## config.mk

```make
export PLATFORM = sky130hd
export DESIGN_NAME = lcsc_out
export DESIGN_NICKNAME = d
export VERILOG_FILES = /design/src/sv/lcsc_pkg.sv /design/src/sv/lcsc_out.sv
export SDC_FILE = /design/constraint.sdc
export NUM_CORES = 1
export LEC_CHECK = 0
export ABC_AREA = 1
export BUFFER_PORTS_ARGS = -buffer_cell sky130_fd_sc_hd__buf_2
export CAP_MARGIN = 20
export CORE_MARGIN = 1.5
export CORE_UTILIZATION = 47
export CTS_BUF_LIST = sky130_fd_sc_hd__clkbuf_4 sky130_fd_sc_hd__clkbuf_8 sky130_fd_sc_hd__clkbuf_16
export DETAILED_ROUTE_END_ITERATION = 6
export PLACE_DENSITY = 0.79
export SETUP_SLACK_MARGIN = 0.2
export SYNTH_ARGS = -nofsm -noshare
export SYNTH_HDL_FRONTEND = slang
export SYNTH_SLANG_ARGS = --single-unit
export TNS_END_PERCENT = 30
```

## constraint.sdc

```tcl
create_clock -name aclk -period 2.75 [get_ports aclk]
set_input_delay 0.825 -clock aclk [delete_from_list [all_inputs] [get_ports aclk]]
set_output_delay 0.825 -clock aclk [all_outputs]
set_load 0.01 [all_outputs]
```

## src/sv/lcsc_pkg.sv

```systemverilog
// Shared types, constants and the palette table of the LCD capture scan converter.
`timescale 1ns / 1ps
`default_nettype none

package lcsc_pkg;

    // Default geometry.
    localparam int SOURCE_WIDTH     = 160;
    localparam int SOURCE_HEIGHT    = 144;
    localparam int OUTPUT_WIDTH     = 800;
    localparam int OUTPUT_LINES     = 150;
    localparam int SAMPLES_PER_WORD = 8;

    // Fixed field widths.
    localparam int WORD_W      = 32;
    localparam int COLOR_W     = 16;
    localparam int BANK_W      = 3;
    localparam int LEFT_W      = 9;
    localparam int CFG_INDEX_W = 2;

    localparam int BLANK_LINES   = 3;
    localparam int PALETTE_BANKS = 5;

    // Word queue between the front and back parts.
    localparam int QUEUE_DEPTH = 4;
    localparam int QPTR_W      = $clog2(QUEUE_DEPTH);

    // Reset values.
    localparam logic [BANK_W-1:0]  PALETTE_SELECT_RESET   = 3'd1;
    localparam logic [COLOR_W-1:0] BACKGROUND_COLOR_RESET = 16'h0000;
    localparam logic [LEFT_W-1:0]  LEFT_BORDER_RESET      = 9'd40;
    localparam int                 DISPLAY_LINE_RESET     = 2;

    typedef enum logic {
        OP_CAPTURE = 1'b0,
        OP_DISPLAY = 1'b1
    } op_e_t;

    typedef enum logic [CFG_INDEX_W-1:0] {
        CFG_PALETTE_SELECT   = 2'd0,
        CFG_BACKGROUND_COLOR = 2'd1,
        CFG_LEFT_BORDER      = 2'd2
    } cfg_index_t;

    typedef struct packed {
        op_e_t             op;
        logic [WORD_W-1:0] word;
    } item_t;

    typedef struct packed {
        logic [BANK_W-1:0]  palette_select;
        logic [COLOR_W-1:0] background_color;
        logic [LEFT_W-1:0]  left_border;
    } cfg_t;

    // A display pixel on its way from the store read to the output register.
    typedef struct packed {
        logic       use_bg;
        logic       line_last;
        logic       frame_last;
        logic [1:0] shade;
    } pixel_t;

    // Palette banks in RGB888, four shades per bank.
    localparam logic [23:0] PALETTE_RGB [PALETTE_BANKS*4] = '{
        24'hC0D635, 24'h869625, 24'h4D5615, 24'h131505,
        24'hC6DE8C, 24'h39613A, 24'h84A563, 24'h081711,
        24'hFFD895, 24'hFDBF68, 24'hFB8A9C, 24'h776DBD,
        24'hB5C69C, 24'h8D9C7B, 24'h637251, 24'h303820,
        24'hEFECDA, 24'hD9BE72, 24'hA32135, 24'h231916
    };

    // Bank values past the last bank use the last bank.
    function automatic logic [COLOR_W-1:0] palette_color(
        input logic [BANK_W-1:0] bank,
        input logic [1:0]        shade
    );
        logic [BANK_W-1:0] bank_sat;
        logic [23:0]       rgb;
        bank_sat = (bank >= BANK_W'(PALETTE_BANKS)) ? BANK_W'(PALETTE_BANKS - 1) : bank;
        rgb      = PALETTE_RGB[{bank_sat, shade}];
        return {rgb[23:19], rgb[15:10], rgb[7:3]};
    endfunction

endpackage

`default_nettype wire

```

## src/sv/lcsc_out.sv

```systemverilog
// Output stage: palette-maps shades or takes the background, holds the word for the sink.
`timescale 1ns / 1ps
`default_nettype none

module lcsc_out (
    input  wire logic                           aclk,
    input  wire logic                           aresetn,
    input  wire logic                           b_valid,
    input  wire lcsc_pkg::pixel_t               b_pix,
    output logic                                b_ready,
    input  wire lcsc_pkg::cfg_t                 cfg,
    output logic                                m_valid,
    input  wire logic                           m_ready,
    output logic [lcsc_pkg::COLOR_W-1:0]        m_pixel_color,
    output logic                                m_line_last,
    output logic                                m_frame_last
);

    logic                           m_valid_reg;
    logic [lcsc_pkg::COLOR_W-1:0]   color_reg, color_next;
    logic                           line_last_reg;
    logic                           frame_last_reg;

    assign b_ready = !m_valid_reg || m_ready;

    always_comb begin
        color_next = b_pix.use_bg ? cfg.background_color
                                  : lcsc_pkg::palette_color(cfg.palette_select, b_pix.shade);
    end

    always_ff @(posedge aclk) begin
        if (!aresetn) begin
            m_valid_reg <= 1'b0;
        end else if (b_ready) begin
            m_valid_reg <= b_valid;
        end
    end

    always_ff @(posedge aclk) begin
        if (b_valid && b_ready) begin
            color_reg      <= color_next;
            line_last_reg  <= b_pix.line_last;
            frame_last_reg <= b_pix.frame_last;
        end
    end

    assign m_valid       = m_valid_reg;
    assign m_pixel_color = color_reg;
    assign m_line_last   = line_last_reg;
    assign m_frame_last  = frame_last_reg;

endmodule

`default_nettype wire

```

== After elaboration in Yosys (flattened, before gate mapping) ==
Memories as Yosys holds them, arrays and structs flattened.
Cells that the tools add are included.
W data, S select, Z words.

* Register bits after elaboration: 19
* Memory bits (read-only): 768
* Input bits: 37
* Memories: 1
* Output and inout port bits: 20
* Logic and storage cells: 15

{| class="wikitable"
|+ Memories
! name !! depth !! width !! read ports !! clocked after memory_dff !! wr ports !! line !! text
|-
| (name not given) || 32 || 24 || 1 || 0 || 0 || lcsc_pkg.sv:81 || <nowiki>rgb = PALETTE_RGB[{bank_sat, shade}];</nowiki>
|}

* Magnitude comparators: 2
* Bitwise operators: 1
* Reductions and logical operators: 3
* Multiplexer cells: 4

{| class="wikitable"
|+ Operators by type and width
! cell !! count
|-
| $mux W24 || 2
|-
| $mux W16 || 1
|-
| $ge A6 B6 Y1 const B || 1
|-
| $not A5 Y6 || 1
|-
| $ge A3 B3 Y1 const B || 1
|-
| $mux W3 || 1
|-
| $logic_and A1 B1 Y1 || 1
|-
| $logic_not A1 Y1 || 1
|-
| $logic_or A1 B1 Y1 || 1
|}

== Logic depth before layout (Yosys ltp) ==
Gate-level depths: netlist of the first run.

* Depth in word-level cells: 7
* Mapped depth: 10

== Worst setup path before layout of the first run ==
No wires, ideal clock.

* Path kind: input port to flip-flop
* Start: input b_valid
* End: register frame_last_reg (netlist: m_frame_last), enable pin
* Arrival time: 1.774 ns
* Stages: 2
* Setup slack: 0.577 ns
* Library setup time: 0.399 ns
* Cell sequence: inv_1 > a21oi_1

* Longest elaborated chain between the ends: 1

{| class="wikitable"
|+ Ends and longest elaborated chain
! element !! line !! text
|-
| from (decl) || lcsc_out.sv:8 || <nowiki>input wire logic b_valid,</nowiki>
|-
| $logic_and A1 B1 Y1 || lcsc_out.sv:40 || <nowiki>if (b_valid && b_ready) begin</nowiki>
|-
| to (signal assigned) || lcsc_out.sv:43 || <nowiki>frame_last_reg <= b_pix.frame_last;</nowiki>
|-
| to (decl) || lcsc_out.sv:22 || <nowiki>logic frame_last_reg;</nowiki>
|}

Every way passes these cells.
A chain may end at the register's enable or synchronous reset.

== Final worst setup path of the first run ==
* Start: input b_pix[0] in the netlist's numbering
* End: register color_reg, in the netlist m_pixel_color[7] (data pin)

* Longest elaborated chain between the ends: 5

{| class="wikitable"
|+ Ends and longest elaborated chain
! element !! line !! text
|-
| from (decl) || lcsc_out.sv:9 || <nowiki>input wire lcsc_pkg::pixel_t b_pix,</nowiki>
|-
| $not A5 Y6 (implied by the code) || lcsc_pkg.sv:81 ||
|-
| $mem_v2 Z32 W24 || - ||
|-
| $mux W24 (implied by the code) (2 in series) || lcsc_pkg.sv:81 ||
|-
| $mux W16 || lcsc_out.sv:27 || <nowiki>color_next = b_pix.use_bg ? cfg.background_color</nowiki>
|-
| net color_next (one bit) || lcsc_out.sv:20 || <nowiki>logic [lcsc_pkg::COLOR_W-1:0] color_reg, color_next;</nowiki>
|-
| to (signal assigned) || lcsc_out.sv:41 || <nowiki>color_reg <= color_next;</nowiki>
|-
| to (decl) || lcsc_out.sv:20 ||
|}

The timed path passes the listed nets, and every way through them passes these cells. The select of a mux whose other input is x is not followed.

==> results of run 1 <==
## cells in the final DEF, fill, tap and decap left out, drive strengths merged, types with 3 or more instances in the layout
cell type,instances
nand3,26
clkbuf,3
edfxtp,18
o21ai,5
nand2,36
nand4,5
a21oi,14
o211ai,3
inv,17
nor2,12
ha,8
buf,49
## through the flow
step | instances | instance area, µm² | setup slack, ns | hold slack [ns]
5_1_grt | 234 | 1592 | 0.5963 | 0.5887
6_report | 234 | 1592 | 0.7284 | 0.5483
2_1_floorplan | 156 | 1321 | 0.5771 | 0.5953
3_3_place_gp | 230 | 1564 | 0.4102 | 0.4955
4_1_cts | 234 | 1592 | 0.7295 | 0.5666
3_5_place_dp | 230 | 1564 | 0.3947 | 0.5506
## Yosys cell counts (all sizes together), types with 2 or more instances
master,count
buf,4
nand4,5
nand3,26
ha,8
inv,17
edfxtp,18
nor2,12
o211ai,3
a21oi,14
o21ai,5
nand2,36
clkbuf,2
## kinds of logic (layout without fill, tap and decap cells)
group                      after synthesis  count (layout)  share of synthesized area
and+or+nand+nor                         79              79                     0.2955
buffers and inverters                   23              70                    0.08523
DFF                                     19              19                     0.4242
AOI/OAI and AO/OA                       27              27                     0.1193
adders and majority gates                8               8                    0.07576
## per-layer routing
| layer | part of all wire | track usage | up-vias |
|---|---|---|---|
| met1 | 0.45 | 0.2665 | 566 |
| li1 | - | - | 638 |
| met2 | 0.47 | 0.3244 | 66 |
| met5 | 0 | 0 | - |
| met4 | 0.022 | 0.09184 | 0 |
| met3 | 0.067 | 0.01163 | 5 |
## final timing paths
path | start | end | slack (ns)
max | b_pix[0] | m_pixel_color[7] | 0.73
min | m_valid | m_valid | 0.55
max reg2reg | m_valid | m_pixel_color[13] | 1.66
min reg2reg | m_valid | m_valid | 0.55
## critical path: stages
cell     delay [ns]
buf_2          0.18
inv_1          0.20
ha_1           0.38
nand4_1        0.21
nand2_1        0.14
nand2_1        0.06
nand2_1        0.07
nand2_1        0.05
## where the power goes
group / switching, µW / leakage (µW) / total, µW / internal (µW)
registers: 4.88 / 0.000183 / 349 / 344
clock network: 90.4 / 0.0000177 / 145 / 54.4
logic: 107 / 0.000566 / 172 / 65.0
total: 203 / 0.000767 / 666 / 463
## cell type report
class,instances,area [µm²]
Inverter,17,66.31
Clock buffer,3,22.52
Sequential cell,19,560.5
Timing Repair Buffer,49,250.2
Tap cell,31,38.79
Fill cell,270,1119
Multi-Input combinational cell,114,648.1
Clock inverter,1,5.005
==> impl_metrics.csv, run 1 <==
group,metric,value,unit
outcome,outcome,"complete, no violations",
min_path,hold_path.class,"register to register",
synth,synth_top_area_share,0.4091,
grt,grt.overflow.total,0,
synth,synth_nets,201,
worst_setup_path,start_kind,"primary input",
floorplanning,die-area,0.003138,mm²
clocking,cts_num_sinks,19,
worst_setup_path,arrival,2.11,ns
floorplanning,core-area,0.002710,mm²
sta,slew_headroom,0.7906,
routing,drt-vias-per-instance,5.449,
grt,grt_max_degree,19,
sta,worstMarginPinSlew,0.3137,ns
sta,setup_viol,0,
synth,synth-async-reset-ratio,0,
synth,syn_area,0.001321,mm²
synth,netlist_top_cells_area,"edfxtp_1 (41%), nand2_1 (8.8%), nand3_1 (8.7%), ha_1 (7.6%), a21oi_1 (5.3%)",
placed_design,gp_congestion,0.8965,
final_layout,synthToLayoutAreaGrowth,20.45,%
clocking,cts_buffers,3,
worst_setup_path,reg2reg_depth,2,
synth,synth_area_per_cell,8.470,µm²
sta,hold_viol,0,
grt,grt_pass1_vias,1120,
floorplanning,initial_utilization,0.4875,
clocking,root_buffer,"clkbuf_4",
sta,fin_crit,2.022,ns
pwr,finalPower,665.9,µW
min_path,holdPathStages,2,
floorplanning,die_x,56.02,µm
grt,antenna_found_initial,0,
routing,ant_nets,0,
routing,drt_wl_total,2.985,mm
synth,ys_seq_area_frac,0.4242,
clocking,cts-hold-fix-buffers,0,
sta,fin_skew,0.01055,ns
sta,rsz0062_at_grt,"false",
clocking,clock_latency,0.31,ns
clocking,clock_path_buffers,2,
synth,ys.flop_type,"edfxtp_1",
worst_setup_path,critical_path_class,"primary input to register",
routing,firstDrtPassIters,4,
clocking,htreeDepth,1,
sta,max_freq,494.7,MHz
pwr,cellPowerDensity,418.4,mW/mm²
synth,ys_warn_count,0,
worst_setup_path,worstPathRequired,2.83,ns
worst_setup_path,endpoint_kind,"register",
synth,yosysTopAreaCell,"edfxtp_1",
floorplanning,rows,19,
routing,wl_per_cell,12.76,µm
job,maxCapViolCount,0,
sta,timing.setup.tns,0,ns
routing,drc,0,
final_layout,nets,249,
synth,synth.distinct_cells,26,
pwr,peakVddDrop,0.2916,mV
final_layout,drive_gt1_frac,0.3251,
placed_design,portBuffers,47,
floorplanning,die_h,56.02,µm
grt,grt_pass1_wl,4.912,mm
final_layout,largest_reg_flops,16,
placed_design,place_hpwl,2.233,mm
final_layout,diodes,0,
pwr,leakagePower,0.0007669,µW
routing,via_count,1275,
worst_setup_path,cp_max_fo,9,
synth,synthCells,156,
synth,synth-edff-count,18,
sta,drv_slew,0,
sta,fin_crit_sh,0.7351,
routing,initialDrtViolationCount,63,
clocking,cts_resized,0,
synth,synth.ff_latch_count,19,
grt,grt_use_total,0.1973,
clocking,postCtsSetupBuffers,0,
clocking,cts_tree,"yes",
final_layout,fin_util,0.5873,
floorplanning,pin_count,57,
clocking,path_clk_slew,0.11,ns
Note: power is estimated with default switching activity, not from simulation.
==> run 2, diff against run 1 <==
--- a/config.mk
+++ b/config.mk
@@ -5,7 +5,7 @@
 export SDC_FILE = /design/constraint.sdc
 export NUM_CORES = 1
 export LEC_CHECK = 0
-export ABC_AREA = 1
+export ABC_AREA = 0
 export BUFFER_PORTS_ARGS = -buffer_cell sky130_fd_sc_hd__buf_2
 export CAP_MARGIN = 20
 export CORE_MARGIN = 1.5
==> constraint.sdc (replaced) <==
create_clock -name aclk -period 2.1 [get_ports aclk]
set_input_delay 0.63 -clock aclk [delete_from_list [all_inputs] [get_ports aclk]]
set_output_delay 0.63 -clock aclk [all_outputs]
set_load 0.01 [all_outputs]
==> run 2 against run 1 <==
  * Design area grew 2.8%
  * Wire length is 4.7% lower
  * Hold slack worse by 0.046 ns
  * Worst setup slack got worse by 0.35 ns
  * Sequential share of layout area down 0.94 points
  * Non-clock buffer count grew 7
  * Final cell count decreased by 9.0%
  * Critical endpoint is now m_pixel_color[3]
  * Largest power group unchanged
  * Highest routed layer unchanged
==> impl_metrics.csv, run 2 <==
group,metric,value,unit
outcome,outcome,"complete, no violations",
pwr,p_comb_frac,0.263,
synth,synthCells,135,
clocking,postCtsSetupBuffers,0,
synth,ys_warn_count,0,
final_layout,largest_reg_flops,16,
sta,hold_viol,0,
floorplanning,die_h,56.00,µm
floorplanning,pin_count,57,
synth,synth-async-reset-ratio,0,
clocking,htreeDepth,1,
synth,synth_nets,180,
sta,max_freq,581.4,MHz
grt,grt_max_degree,30,
worst_setup_path,start_kind,"primary input",
sta,timing.setup.tns,0,ns
sta,fin_crit,1.720,ns
grt,grt_pass1_vias,1109,
sta,fin_crit_sh,0.8190,
floorplanning,die_x,56.00,µm
pwr,p_clk_frac,0.224,
synth,yosysTopAreaCell,"edfxtp_1",
final_layout,nets,228,
synth,syn_area,0.001320,mm²
synth,synth.distinct_cells,38,
clocking,cts_num_sinks,19,
clocking,clock_latency,0.30,ns
synth,synth_area_per_cell,9.778,µm²
pwr,seq_power_share,0.513,
final_layout,fillerInstances,239,
min_path,hold_path.class,"primary input to register",
synth,synth.most_common_cell,"edfxtp_1",
synth,synth-edff-count,18,
floorplanning,core-area,0.002710,mm²
grt,antenna_found_initial,0,
routing,ant_nets,0,
synth,ys_top_cells_by_count,"edfxtp_1 (18), a21oi_1 (15), nand2_1 (12)",
clocking,cts_tree,"yes",
synth,ys_seq_area_frac,0.4246,
job,maxCapViolCount,0,
pwr,sw_frac_of_total,0.2762,
clocking,cts_resized,0,
pwr,p_sw,245.3,µW
synth,synth.ff_latch_count,19,
clocking,root_buffer,"clkbuf_4",
worst_setup_path,critical_path_class,"primary input to register",
worst_setup_path,crit_path_max_incr_delay,0.31,ns
worst_setup_path,arrival,1.79,ns
floorplanning,die-area,0.003135,mm²
routing,wl_per_cell,13.35,µm
clocking,clock_path_buffers,2,
clocking,path_clk_slew,0.11,ns
sta,setup_viol,0,
placed_design,portBuffers,47,
grt,grt_pass1_wl,4.512,mm
routing,drt_wl_total,2.844,mm
final_layout,layout_commonest_cell,"buf_2",
floorplanning,initial_utilization,0.4871,
synth,netlist_top_cells_area,"edfxtp_1 (41%), ha_1 (7.6%), a21oi_1 (5.7%), nor2b_1 (3.8%), nand2_1 (3.4%)",
pwr,leakagePower,0.0007333,µW
worst_setup_path,slowest_stage,"a221o_1",
placed_design,post_dp_cell_area,0.001605,mm²
final_layout,drive_gt1_frac,0.3626,
final_layout,diodes,0,
final_layout,post-route-cell-area,0.001635,mm²
routing,via_count,1213,
routing,drc,0,
placed_design,gp_congestion,0.8158,
floorplanning,rows,19,
pwr,cellPowerDensity,543.0,mW/mm²
grt,grt.overflow.total,0,
placed_design,place_hpwl,2.070,mm
clocking,cts_buffers,3,
grt,grt_use_total,0.1811,
routing,initialDrtViolationCount,45,
sta,worstMarginPinSlew,0.4600,ns
sta,slew_headroom,0.6933,
synth,synth_top_area_share,0.4095,
pwr,peakVddDrop,0.3473,mV
sta,fin_skew,0.004778,ns
worst_setup_path,crit_chain,"buf_2 > inv_4 > ha_4 > nand2_1 > o21ai_0 > a221o_1 > a22o_1",
worst_setup_path,worstPathRequired,2.17,ns
synth,ys.flop_type,"edfxtp_1",
worst_setup_path,endpoint_kind,"register",
routing,firstDrtPassIters,4,
clocking,cts-hold-fix-buffers,0,
worst_setup_path,cp_max_fo,6,
routing,drt-vias-per-instance,5.695,
sta,drv_slew,0,
final_layout,synthToLayoutAreaGrowth,23.89,%
sta,rsz0062_at_grt,"false",
pwr,p_int,642.7,µW
final_layout,final_cell_mix,"buf_2 (47), edfxtp_1 (18), a21oi_1 (15)",
[run 2: cells by family (layout without fill, tap and decap cells)]
group | after synthesis | in the layout | synth area share
XOR/XNOR | 1 | 1 | 0.006636
adder cells (fa/ha/maj) | 8 | 8 | 0.07583
AND/OR/NAND/NOR | 31 | 31 | 0.1156
multiplexers | 7 | 7 | 0.05876
AO/OA/AOI/OAI | 48 | 48 | 0.2398
flip-flops | 19 | 19 | 0.4246
buffers and inverters | 21 | 68 | 0.07867
[run 2: through the flow]
stage / worst slack [ns] / hold WS, ns / power, µW / cells / util
final: 0.3802 / 0.5020 / 888.0 / 213 / 0.6034
after global routing: 0.3074 / 0.4945 / 926.3 / 213 / 0.6034
after CTS: 0.4032 / 0.5009 / 890.2 / 213 / 0.6034
after detailed placement: 0.07317 / 0.5436 / 696.2 / 209 / 0.5923
after global placement: 0.07792 / 0.5004 / 689.2 / 209 / 0.5923
after floorplan: 0.1885 / 0.6096 / 617.3 / 135 / -
[run 2: critical path: cells and delay by family]
family	cells	cell delay, ns
AO/OA/AOI/OAI	3	0.60
buffers and inverters	2	0.21
adder cells (fa/ha/maj)	1	0.25
AND/OR/NAND/NOR	1	0.09
[run 2: cell type report]
| class | instances | area [µm²] | area share |
|---|---|---|---|
| clock buffers | 4 | 30.03 | 0.01836 |
| inverters | 8 | 35.03 | 0.02142 |
| multi-input cells | 95 | 668.1 | 0.4086 |
| flip-flops and latches | 19 | 560.5 | 0.3428 |
| well taps | 31 | 38.79 | 0.02372 |
| repair buffers | 56 | 302.8 | 0.1852 |
[run 2: layer usage]
metal,wire length (µm),up-vias,global-route usage
met5,0,-,0
met4,55,0,0.09184
met3,171,5,0.02558
met2,1409,44,0.3143
met1,1207,570,0.2171
li1,-,594,-
[run 2: worst paths after layout]
kind	start	to	slack (ns)	cells after the start
max	b_pix[0]	m_pixel_color[3]	0.38	7
max reg2reg	m_valid	m_pixel_color[1]	0.99	3
min	b_pix[3]	m_line_last	0.50	1
min reg2reg	m_valid	m_valid	0.54	2
[run 2: power groups by stage]
stage,sequential [µW],clock (µW),combinational (µW)
6_report,455,199,234
5_1_grt,459,212,256
4_1_cts,456,202,233
3_5_place_dp,464,0,232
3_3_place_gp,463,0,226
2_1_floorplan,482,0,136
