### src/sv/lcsc_pkg.sv
// Shared types, constants and the palette table of the LCD capture scan converter.
`timescale 1ns / 1ps
`default_nettype none

package lcsc_pkg;

    // Default geometry.
    localparam int SOURCE_WIDTH     = 160;
    localparam int SOURCE_HEIGHT    = 144;
    localparam int OUTPUT_WIDTH     = 800;
    localparam int OUTPUT_LINES     = 150;
    localparam int SAMPLES_PER_WORD = 8;

    // Fixed field widths.
    localparam int WORD_W      = 32;
    localparam int COLOR_W     = 16;
    localparam int BANK_W      = 3;
    localparam int LEFT_W      = 9;
    localparam int CFG_INDEX_W = 2;

    localparam int BLANK_LINES   = 3;
    localparam int PALETTE_BANKS = 5;

    // Word queue between the front and back parts.
    localparam int QUEUE_DEPTH = 4;
    localparam int QPTR_W      = $clog2(QUEUE_DEPTH);

    // Reset values.
    localparam logic [BANK_W-1:0]  PALETTE_SELECT_RESET   = 3'd1;
    localparam logic [COLOR_W-1:0] BACKGROUND_COLOR_RESET = 16'h0000;
    localparam logic [LEFT_W-1:0]  LEFT_BORDER_RESET      = 9'd40;
    localparam int                 DISPLAY_LINE_RESET     = 2;

    typedef enum logic {
        OP_CAPTURE = 1'b0,
        OP_DISPLAY = 1'b1
    } op_e_t;

    typedef enum logic [CFG_INDEX_W-1:0] {
        CFG_PALETTE_SELECT   = 2'd0,
        CFG_BACKGROUND_COLOR = 2'd1,
        CFG_LEFT_BORDER      = 2'd2
    } cfg_index_t;

    typedef struct packed {
        op_e_t             op;
        logic [WORD_W-1:0] word;
    } item_t;

    typedef struct packed {
        logic [BANK_W-1:0]  palette_select;
        logic [COLOR_W-1:0] background_color;
        logic [LEFT_W-1:0]  left_border;
    } cfg_t;

    // A display pixel on its way from the store read to the output register.
    typedef struct packed {
        logic       use_bg;
        logic       line_last;
        logic       frame_last;
        logic [1:0] shade;
    } pixel_t;

    // Palette banks in RGB888, four shades per bank.
    localparam logic [23:0] PALETTE_RGB [PALETTE_BANKS*4] = '{
        24'hC0D635, 24'h869625, 24'h4D5615, 24'h131505,
        24'hC6DE8C, 24'h39613A, 24'h84A563, 24'h081711,
        24'hFFD895, 24'hFDBF68, 24'hFB8A9C, 24'h776DBD,
        24'hB5C69C, 24'h8D9C7B, 24'h637251, 24'h303820,
        24'hEFECDA, 24'hD9BE72, 24'hA32135, 24'h231916
    };

    // Bank values past the last bank use the last bank.
    function automatic logic [COLOR_W-1:0] palette_color(
        input logic [BANK_W-1:0] bank,
        input logic [1:0]        shade
    );
        logic [BANK_W-1:0] bank_sat;
        logic [23:0]       rgb;
        bank_sat = (bank >= BANK_W'(PALETTE_BANKS)) ? BANK_W'(PALETTE_BANKS - 1) : bank;
        rgb      = PALETTE_RGB[{bank_sat, shade}];
        return {rgb[23:19], rgb[15:10], rgb[7:3]};
    endfunction

endpackage

`default_nettype wire

### src/sv/lcsc_front.sv
// Front part: accepts input words and queues them, tagged by operation, for the back part.
`timescale 1ns / 1ps
`default_nettype none

module lcsc_front (
    input  wire logic                          aclk,
    input  wire logic                          aresetn,
    input  wire logic                          s_valid,
    output logic                               s_ready,
    input  wire logic                          s_operation,
    input  wire logic [lcsc_pkg::WORD_W-1:0]   s_capture_word,
    input  wire logic                          clearing,
    input  wire logic                          q_pop,
    output logic                               q_valid,
    output lcsc_pkg::item_t                    q_item
);

    lcsc_pkg::item_t                  queue_reg [lcsc_pkg::QUEUE_DEPTH];
    logic [lcsc_pkg::QPTR_W-1:0]      wr_ptr_reg, wr_ptr_next;
    logic [lcsc_pkg::QPTR_W-1:0]      rd_ptr_reg, rd_ptr_next;
    logic [lcsc_pkg::QPTR_W:0]        count_reg, count_next;
    logic                             push;
    logic                             pop;

    // No word is taken while the store is being cleared.
    assign s_ready = !clearing && (count_reg != (lcsc_pkg::QPTR_W+1)'(lcsc_pkg::QUEUE_DEPTH));
    assign push    = s_valid && s_ready;
    assign q_valid = (count_reg != '0);
    assign pop     = q_pop && q_valid;
    assign q_item  = queue_reg[rd_ptr_reg];

    always_comb begin
        wr_ptr_next = wr_ptr_reg;
        rd_ptr_next = rd_ptr_reg;
        count_next  = count_reg;
        if (push) begin
            wr_ptr_next = (wr_ptr_reg == lcsc_pkg::QPTR_W'(lcsc_pkg::QUEUE_DEPTH - 1))
                          ? '0 : wr_ptr_reg + 1'b1;
        end
        if (pop) begin
            rd_ptr_next = (rd_ptr_reg == lcsc_pkg::QPTR_W'(lcsc_pkg::QUEUE_DEPTH - 1))
                          ? '0 : rd_ptr_reg + 1'b1;
        end
        priority if (push && !pop) begin
            count_next = count_reg + 1'b1;
        end else if (pop && !push) begin
            count_next = count_reg - 1'b1;
        end else begin
            count_next = count_reg;
        end
    end

    always_ff @(posedge aclk) begin
        if (!aresetn) begin
            wr_ptr_reg <= '0;
            rd_ptr_reg <= '0;
            count_reg  <= '0;
        end else begin
            wr_ptr_reg <= wr_ptr_next;
            rd_ptr_reg <= rd_ptr_next;
            count_reg  <= count_next;
        end
    end

    always_ff @(posedge aclk) begin
        if (push) begin
            queue_reg[wr_ptr_reg] <= '{op: lcsc_pkg::op_e_t'(s_operation), word: s_capture_word};
        end
    end

endmodule

`default_nettype wire

### config.mk
export PLATFORM = sky130hd
export DESIGN_NAME = lcsc_front
export DESIGN_NICKNAME = d
export VERILOG_FILES = /design/src/sv/lcsc_pkg.sv /design/src/sv/lcsc_front.sv
export SDC_FILE = /design/constraint.sdc
export NUM_CORES = 1
export LEC_CHECK = 0
export ABC_AREA = 1
export BUFFER_PORTS_ARGS = -buffer_cell sky130_fd_sc_hd__buf_2
export CAP_MARGIN = 20
export CORE_ASPECT_RATIO = 0.8
export CORE_UTILIZATION = 57
export CTS_BUF_LIST = sky130_fd_sc_hd__clkbuf_8 sky130_fd_sc_hd__clkbuf_16
export DETAILED_ROUTE_END_ITERATION = 8
export PLACE_DENSITY = 0.83
export SYNTH_ARGS = -nofsm -noshare
export SYNTH_HDL_FRONTEND = slang
export SYNTH_SLANG_ARGS = --single-unit
### constraint.sdc
create_clock -name aclk -period 3.2 [get_ports aclk]
set_clock_uncertainty 0.15 [all_clocks]
set_input_delay 0.64 -clock aclk [delete_from_list [all_inputs] [get_ports aclk]]
set_output_delay 0.64 -clock aclk [all_outputs]
set_load 0.05 [all_outputs]
* Word-level counts from Yosys, hierarchy flattened
Memories as Yosys holds them, arrays and structs flattened. A register that Yosys moved wholly into a read port is not among the register bits. Cells that the tools add are included.
Storage, ports and cells: RAM bits 132, memory bits (read-only) 0, register bits after elaboration 7, memories 1, output and inout bits 35, logic and storage cells 29, bits in latches 0, input port bits 38
Operators by class: $add $sub $neg 4, reductions and logical operators 10, div/mod/pow operators 0, mux-type cells 8, order comparisons 0, $mul 0, eq/ne operators 3, shifts and indexed selects 0, bitwise operators 0
Memories:
- queue_reg | words 4, width 33, rd ports 1, clocked after Yosys merged registers in 1, wr ports 1, line lcsc_front.sv:18 | lcsc_pkg::item_t queue_reg [lcsc_pkg::QUEUE_DEPTH];
Operator list (count):
- 2-bit two-way mux | 4
- 3-bit two-way mux | 2
- 1-bit logical AND | 5
- 2-bit by 1-bit adder with 2-bit output (second input constant) | 2
- 2-bit equality test (second input constant) | 2
- 3-bit by 1-bit adder with 3-bit output (second input constant) | 1
- 1-bit logical NOT | 3
- 3-bit inequality test (second input constant) | 1
- 3-bit nonzero test | 1
- 3-bit by 1-bit subtractor with 3-bit output (second input constant) | 1
- 1-bit two-way mux | 2
- 2-bit nonzero test | 1

* Longest topological paths before layout
Gate-level depths: netlist of the first run.
depth in word-level cells 7, mapped depth 13

* Worst setup path before layout of the first run
OpenSTA, ideal clock, no wires.
kind input to register, start point in clearing, end point mem queue_reg[0][0] (netlist name), enable pin, cell stages on the path 3, data required time 2.627 ns, setup slack 0.368 ns, arrival time 2.259 ns, buffers on the path 0, cell sequence inv_1 > nand3_2 > nor2_1
Between the ends: cells in the longest elaborated chain, start to end 5
Ends and longest elaborated chain:
- start: declaration | line lcsc_front.sv:12 | input wire logic clearing,
- 1-bit logical NOT | line lcsc_front.sv:26 | assign s_ready = !clearing && (count_reg != (lcsc_pkg::QPTR_W+1)'(lcsc_pkg::QUEUE_DEPTH));
- 1-bit logical AND | line lcsc_front.sv:26
- 1-bit logical AND | line lcsc_front.sv:27 | assign push = s_valid && s_ready;
- 1-bit two-way mux | line lcsc_front.sv:66 | if (push) begin
- 1-bit two-way mux (not written as such) | line lcsc_front.sv:67 | queue_reg[wr_ptr_reg] <= '{op: lcsc_pkg::op_e_t'(s_operation), word: s_capture_word};
- end: declaration | line lcsc_front.sv:18
No other way between the ends.

==> summary.md, run 1 <==
| Metric | Value |
|---|---|
| Post_cts resized | `0` |
| Max Cap Viol | `0` |
| Clk network pwr share | `30.9%` |
| CTS Buf Count | `17` |
| Layout Nets | `around 510` |
| Routed Antenna Nets | `0` |
| Post-synth top area share | `approximately three quarters` |
| Sequential share of power | `37.7%` |
| H-tree Lvls | `4` |
| TritonRoute pass-1 iters | `5` |
| RSZ-0062 raised after global routing | `false` |
| Cells after Synth | `between 300 and 400` |
| Mapped cell area | `5410 um^2` |
| Fin crit share | `90.1%` |
| Setup CP Type | `reg -> out` |
| Outcome | `completed` |
| Grt total ovfl | `0` |
| Worst-Margin Slew | `~0.69 ns` |
| Multiplexer share of the synthesized area | `0%` |
| Crit end category | `output pin` |
| GPL Wtd Cong | `approximately 0.74` |
| Top cells by area, synth | `edfxtp_1 73%, nor2_1 5.6%, o21ai_0 4.5%` |
| P_int | `3.66 mW` |
| Post-synthesis compound-gate area fraction | `10.3%` |
| Met3 usage | `7.19%` |
| Main combinational cell family by area after synthesis | `compound AO/OA/AOI/OAI gates` |
| Average size of a mapped cell | `approximately 14 um^2` |
| Clock slew seen by the registers of the worst setup and hold paths | `0.05 ns` |
| Met2 usage in global routing | `39.2%` |
| Area delta synth->final | `18.5%` |
| Clk Latency, worst-skew pair | `approximately 0.4 ns` |
| Register-to-register setup slack | `0.97 ns` |
| Vias after detailed routing | `approximately 3400` |
| Max-slew violations | `0` |
| Hold-fix buffers at CTS | `0` |
| Primary FF master, synth | `edfxtp_1` |
| Vias in the first global route | `about 3400` |
| Simple-gate share of the synthesized area | `just over 7%` |
| Post-synth top cells | `132 x edfxtp_1, 81 x nor2_1, 49 x o21ai_0` |
| Setup TNS | `0 ns` |
| Final hold violations | `0` |
| First-pass GRT wire length | `approximately 17000 um` |
| DR WL/cell | `between 15 and 20 um` |
| Detailed Route Iter0 Violations | `roughly 270` |
| Pwr/cell area | `approximately 910 nW/um^2` |
| CP Data Required Time | `roughly 2.4 ns` |
| Initial antenna violation count | `0` |
| Share of cells above drive strength 1 | `between 20% and 30%` |
| Cell with the most instances after synthesis | `edfxtp_1` |
| Core Rows | `31` |
| Combinational Power Share | `31.3%` |
| Startpoint class of the critical path | `register` |
| Tightest Hold Check Type | `in -> reg` |
| Psw | `between 2 and 2.5 mW` |
| CP cell instances | `buf_4, inv_2, o21ai_0, o22ai_1, buf_2` |
| Core ar. | `between 9000 and 10000 um^2` |
| CTS root buf | `clkbuf_16` |
| Switching Share | `about 37%` |
| Chip height | `89.1 um` |
| Post-layout min period | `2.88 ns` |
| Synth Area in XOR/XNOR | `less than 1%` |
| Register bit total from synthesis | `about 140` |
| Post-CTS Setup Inserts | `0` |
| Met1 Use GR | `28.8%` |
| ANT cells | `0` |
| CTS sink cnt | `~140` |
| IO buf count | `between 70 and 80` |
| Detailed placement HPWL | `between 6000 and 7000 um` |
| Synth Net Count | `approximately 430` |
| DRC Markers | `0` |
| Synth warn | `0` |
| GRT Resource Usage Total | `roughly a quarter` |
| Setup WS post-layout | `around 0.32 ns` |
| Maximum vdd drop | `between 500 and 600 uV` |
| Crit path max fanout | `33` |
| Final setup violation count | `0` |
| Async set-or-reset flop fraction in the synthesized netlist | `0%` |
| GR peak layer | `met2` |
| Largest net degree at the start of global routing | `67` |
| Number of synthesized flops with an enable pin | `132` |
| Drt total wl | `11000 um` |
| Post-synthesis adder-cell area fraction | `1.76%` |
| DIE WIDTH | `approximately 110 um` |
| Slew HR | `a little over half` |
| Yosys cell types | `21` |
| Synth area leader | `edfxtp_1` |
| Via-to-Cell Ratio | `about 5.7` |
| Sequential cell area fraction in the yosys report | `76.6%` |
| Fillers | `approximately 600` |
| Initial Util | `roughly three fifths` |
| Die Footprint | `slightly below 10000 um^2` |
| Max reg flops | `132` |
| Maximum buffer depth of the clock tree | `2` |
| Crit path DAT | `2.09 ns` |
| Setup WS pre-CTS | `slightly above 0.7 ns` |
| CTS tree | `yes` |
| Fmax | `roughly 350 MHz` |
| Top Ports | `73` |
| Worst path slowest cell | `inv_2` |
| CP max stage delay | `between 0.4 and 0.5 ns` |
| LEAKAGE | `2.35 nW` |
==> kinds of logic after synthesis <==
kind of cell / Yosys count
xor gates and xnor gates: 1
AOI/OAI and AO/OA: 103
adders and majority gates: 7
and+or+nand+nor: 99
DFF: 141
buffers and inverters: 35
==> power groups by stage <==
stage               clock [mW]  sequential, mW  combinational (mW)
finish                    1.80            2.20                1.82
global route              1.89            2.20                1.94
CTS                       1.81            2.20                1.82
detailed placement           0            2.23                1.81
global placement             0            2.22                1.77
floorplan                    0            2.23                1.44
==> through the flow <==
step	hold slack, ns	cell area (um^2)	power (mW)	instances	util, %
2_1_floorplan	0.303	5410	3.66	386	-
3_3_place_gp	0.329	5880	3.99	564	64.5
3_5_place_dp	0.358	5880	4.04	564	64.5
4_1_cts	0.287	6410	5.83	594	70.4
5_1_grt	0.284	6410	6.04	594	70.4
6_report	0.295	6410	5.82	594	70.4
==> routing by layer <==
| metal | part of all wire (%) | wire, um |
|---|---|---|
| met1 | 42 | 4600 |
| met2 | 50 | 5540 |
| met3 | 7.1 | 788 |
| met4 | 1.0 | 111 |
| met5 | 0 | 0 |
==> path summary, 6_finish.rpt <==
path / startpoint / endpoint / cells after the start
min reg2reg: rd_ptr_reg[0] / register / 2
min: s_capture_word[20] / queue_reg[0][20] / 1
max: register / q_item[14] / 5
max reg2reg: count_reg[0] / count_reg[2] / 11
==> placed cells by master, fill, tap and decap left out, drive strengths merged <==
cell type  synthesis  layout
clkinv             0       7
fa                 1       1
o21ai             67      67
o22ai             33      33
edfxtp           132     132
clkbuf             3      17
nand2             13      13
inv               15      18
a21oi              3       3
ha                 6       6
xor2               1       1
nor2              82      82
dfxtp              9       9
buf               17      83
nand3              4       4
clkinvlp           0       1
bufinv             0       2
==> critical path, delay by kind of cell (launching register included) <==
kind | cells | cell delay [ns]
buf+inv | 3 | 0.94
compound gates | 2 | 0.43
flops | 1 | 0.31
==> cell type report <==
class	instances	area, um^2	share of cell area, %
clock inverter	13	111	1.74
inverter	15	56.3	0.878
timing repair buffer	83	455	7.10
sequential	141	4150	64.6
clock buffer	17	425	6.63
tap	115	144	2.24
multi-input combinational	210	1070	16.8
Power figures use the tool's default switching activity.
==> inputs of run 2 (changes only) <==
==> constraint.sdc (replaced) <==
create_clock -name aclk -period 3.2 [get_ports aclk]
set_clock_uncertainty 0.15 [all_clocks]
set_input_delay 0.8 -clock aclk [delete_from_list [all_inputs] [get_ports aclk]]
set_output_delay 0.8 -clock aclk [all_outputs]
set_load 0.05 [all_outputs]
==> summary.md, run 2 (synthesized netlist as in run 1, its figures left out) <==
| Metric | Value |
|---|---|
| Outcome | `completed` |
| CP cell instances | `buf_4, o21ai_0, o22ai_1, buf_2` |
| Grt total ovfl | `0 (unchanged)` |
| ANT cells | `0 (unchanged)` |
| Maximum buffer depth of the clock tree | `2 (unchanged)` |
| Area delta synth->final | `18.5% (unchanged)` |
| Crit path max fanout | `66 (+100%)` |
| Buf+Inv Stages, Crit Path | `2 (-1)` |
| Layout Nets | `510 (-0.58%)` |
| Cell area after layout | `6410 um^2 (unchanged)` |
| Core ar. | `9110 um^2 (unchanged)` |
| Initial Util | `59.4% (unchanged)` |
| Hold path depth | `2 (+1)` |
| Worst-Margin Slew | `0.633 ns (-0.0561 ns)` |
| TritonRoute pass-1 iters | `5 (unchanged)` |
| FF-to-FF End | `count_reg[2]` |
| Core Rows | `31 (unchanged)` |
| Crit end category | `output pin` |
| DRC Markers | `0 (unchanged)` |
| Maximum vdd drop | `702 uV (+21%)` |
| Hold-fix buffers at CTS | `0 (unchanged)` |
| Final hold slack | `0.398 ns (+0.103 ns)` |
| Drt total wl | `10500 um (-4.4%)` |
| Via-to-Cell Ratio | `5.62 (-1.5%)` |
| Pwr/cell area | `906 nW/um^2 (about the same)` |
| Setup TNS | `0 ns (unchanged)` |
| Fin crit share | `94.9% (+4.8 points)` |
| LEAKAGE | `2.35 nW (about the same)` |
| Register-to-register setup slack | `0.98 ns (about the same)` |
| Most frequent cells in the layout | `132 x edfxtp_1, 77 x nor2_1, 72 x buf_2, 49 x o21ai_0, 33 x o22ai_1` |
| Total power | `5.81 mW (about the same)` |
| Max reg flops | `132 (unchanged)` |
| Vias in the first global route | `3218 (-4.0%)` |
| Cell family with most CP delay | `buffers and inverters` |
| CP Data Required Time | `2.25 ns (-0.16 ns)` |
| FF-to-FF Start | `count_reg[0]` |
| Hold EP | `count_reg[1]` |
| H-tree Lvls | `4 (unchanged)` |
| Vias after detailed routing | `3332 (-1.7%)` |
| Post_cts resized | `0 (unchanged)` |
| Post-layout min period | `3.04 ns (+0.153 ns)` |
| Crit path DAT | `2.09 ns (about the same)` |
| DR WL/cell | `17.8 um (-4.3%)` |
| CTS sink cnt | `141 (unchanged)` |
| Routed Antenna Nets | `0 (unchanged)` |
| Largest net degree at the start of global routing | `67 (unchanged)` |
| Detailed placement HPWL | `5950 um (-11%)` |
| Detailed Route Iter0 Violations | `278 (+1.5%)` |
| Placed cell areas | `5850 um^2 (-0.38%)` |
| CTS tree | `yes` |
| Share of cells above drive strength 1 | `24.7% (+0.26 points)` |
| Fmax | `329 MHz (-5.0%)` |
| CTS root buf | `clkbuf_16` |
| GRT Resource Usage Total | `22.4% (-0.97 points)` |
| Initial antenna violation count | `0 (unchanged)` |
| Final hold violations | `0 (unchanged)` |
| CTS Buf Count | `17 (unchanged)` |
| Worst path slowest cell | `buf_4` |
| Tightest Hold Check Type | `reg -> reg` |
| Startpoint class of the critical path | `register` |
| Clock slew seen by the registers of the worst setup and hold paths | `0.05 ns (about the same)` |
| Setup CP Type | `reg -> out` |
| Commonest non-fill, non-tap cell in the layout | `edfxtp_1` |
| Worst Hold Launch | `count_reg[1]` |
| Clk Latency, worst-skew pair | `0.42 ns (+0.02 ns)` |
| R2r worst-path depth | `11 (unchanged)` |
| GPL Wtd Cong | `0.723 (-2.6%)` |
| Top Ports | `73 (unchanged)` |
| IO buf count | `72 (unchanged)` |
| Final setup violation count | `0 (unchanged)` |
| RSZ-0062 raised after global routing | `false` |
| DIE WIDTH | `111 um (unchanged)` |
| First-pass GRT wire length | `15900 um (-5.7%)` |
| CP max stage delay | `0.49 ns (+0.07 ns)` |
| Max Cap Viol | `0 (unchanged)` |
| Max-slew violations | `0 (unchanged)` |
| Die Footprint | `9890 um^2 (unchanged)` |
| Chip height | `89.1 um (unchanged)` |
| Post-CTS Setup Inserts | `0 (unchanged)` |
| Slew HR | `57.8% (+3.8 points)` |
| Finished Core Util | `70.4% (unchanged)` |
-- run 2: changes by cell type in the layout (fill, tap and decap cells not counted) --
cell       previous run  this run
buf_4                10         7
clkinv_2              5         6
bufinv_16             2         1
clkbuf_8              0         4
clkinv_1              2         0
-- run 2: how the worst max path moves through the flow --
stage / startpoint / endpoint / slack (ns) / depth (start not counted)
after floorplan: clearing / queue_reg[0][0] / 0.21 / 3
after global placement: clearing / count_reg[2] / 0.67 / 13
after detailed placement: clearing / count_reg[2] / 0.58 / 11
after CTS: register / q_item[25] / 0.20 / 4
after global routing: register / q_item[25] / 0.08 / 4
final: register / q_item[25] / 0.16 / 4
-- run 2: cell type report --
cell class / count / area, um^2
clock buffers: 21 / 480
clock inverters: 11 / 78.8
fillers: 572 / 2700
inverters: 15 / 56.3
multi-input cells: 210 / 1070
flip-flops and latches: 141 / 4150
well taps: 115 / 144
repair buffers: 80 / 433
-- run 2: where the power goes --
part           internal [mW]  switching, mW
combinational          0.402           1.40
clock                   1.13          0.680
sequential              2.14         0.0534
total                   3.68           2.13
-- run 2: stage by stage --
step / worst slack [ns] / instances
3_5_place_dp: 0.579 / 561
3_3_place_gp: 0.674 / 561
4_1_cts: 0.199 / 593
5_1_grt: 0.0794 / 593
6_report: 0.164 / 593
2_1_floorplan: 0.208 / 386
-- run 2: layer usage --
| metal | vias up | global-route usage [%] | part of all wire (%) |
|---|---|---|---|
| met2 | 135 | 37.0 | 51 |
| met1 | 1606 | 27.0 | 41 |
| met4 | 0 | 9.21 | 1.2 |
| met5 | - | 0 | 0 |
| li1 | 1577 | - | - |
| met3 | 14 | 8.54 | 7.2 |
-- run 2: worst register-to-register path, cell delays in order, from the launching register on --
cell     delay [ns]
dfxtp_1        0.43
nor2_2         0.08
nand2_1        0.07
nand3_2        0.25
inv_1          0.14
ha_1           0.17
inv_1          0.06
fa_1           0.38
nand2_1        0.08
nand3_1        0.10
nor2_1         0.14
nor2_1         0.06
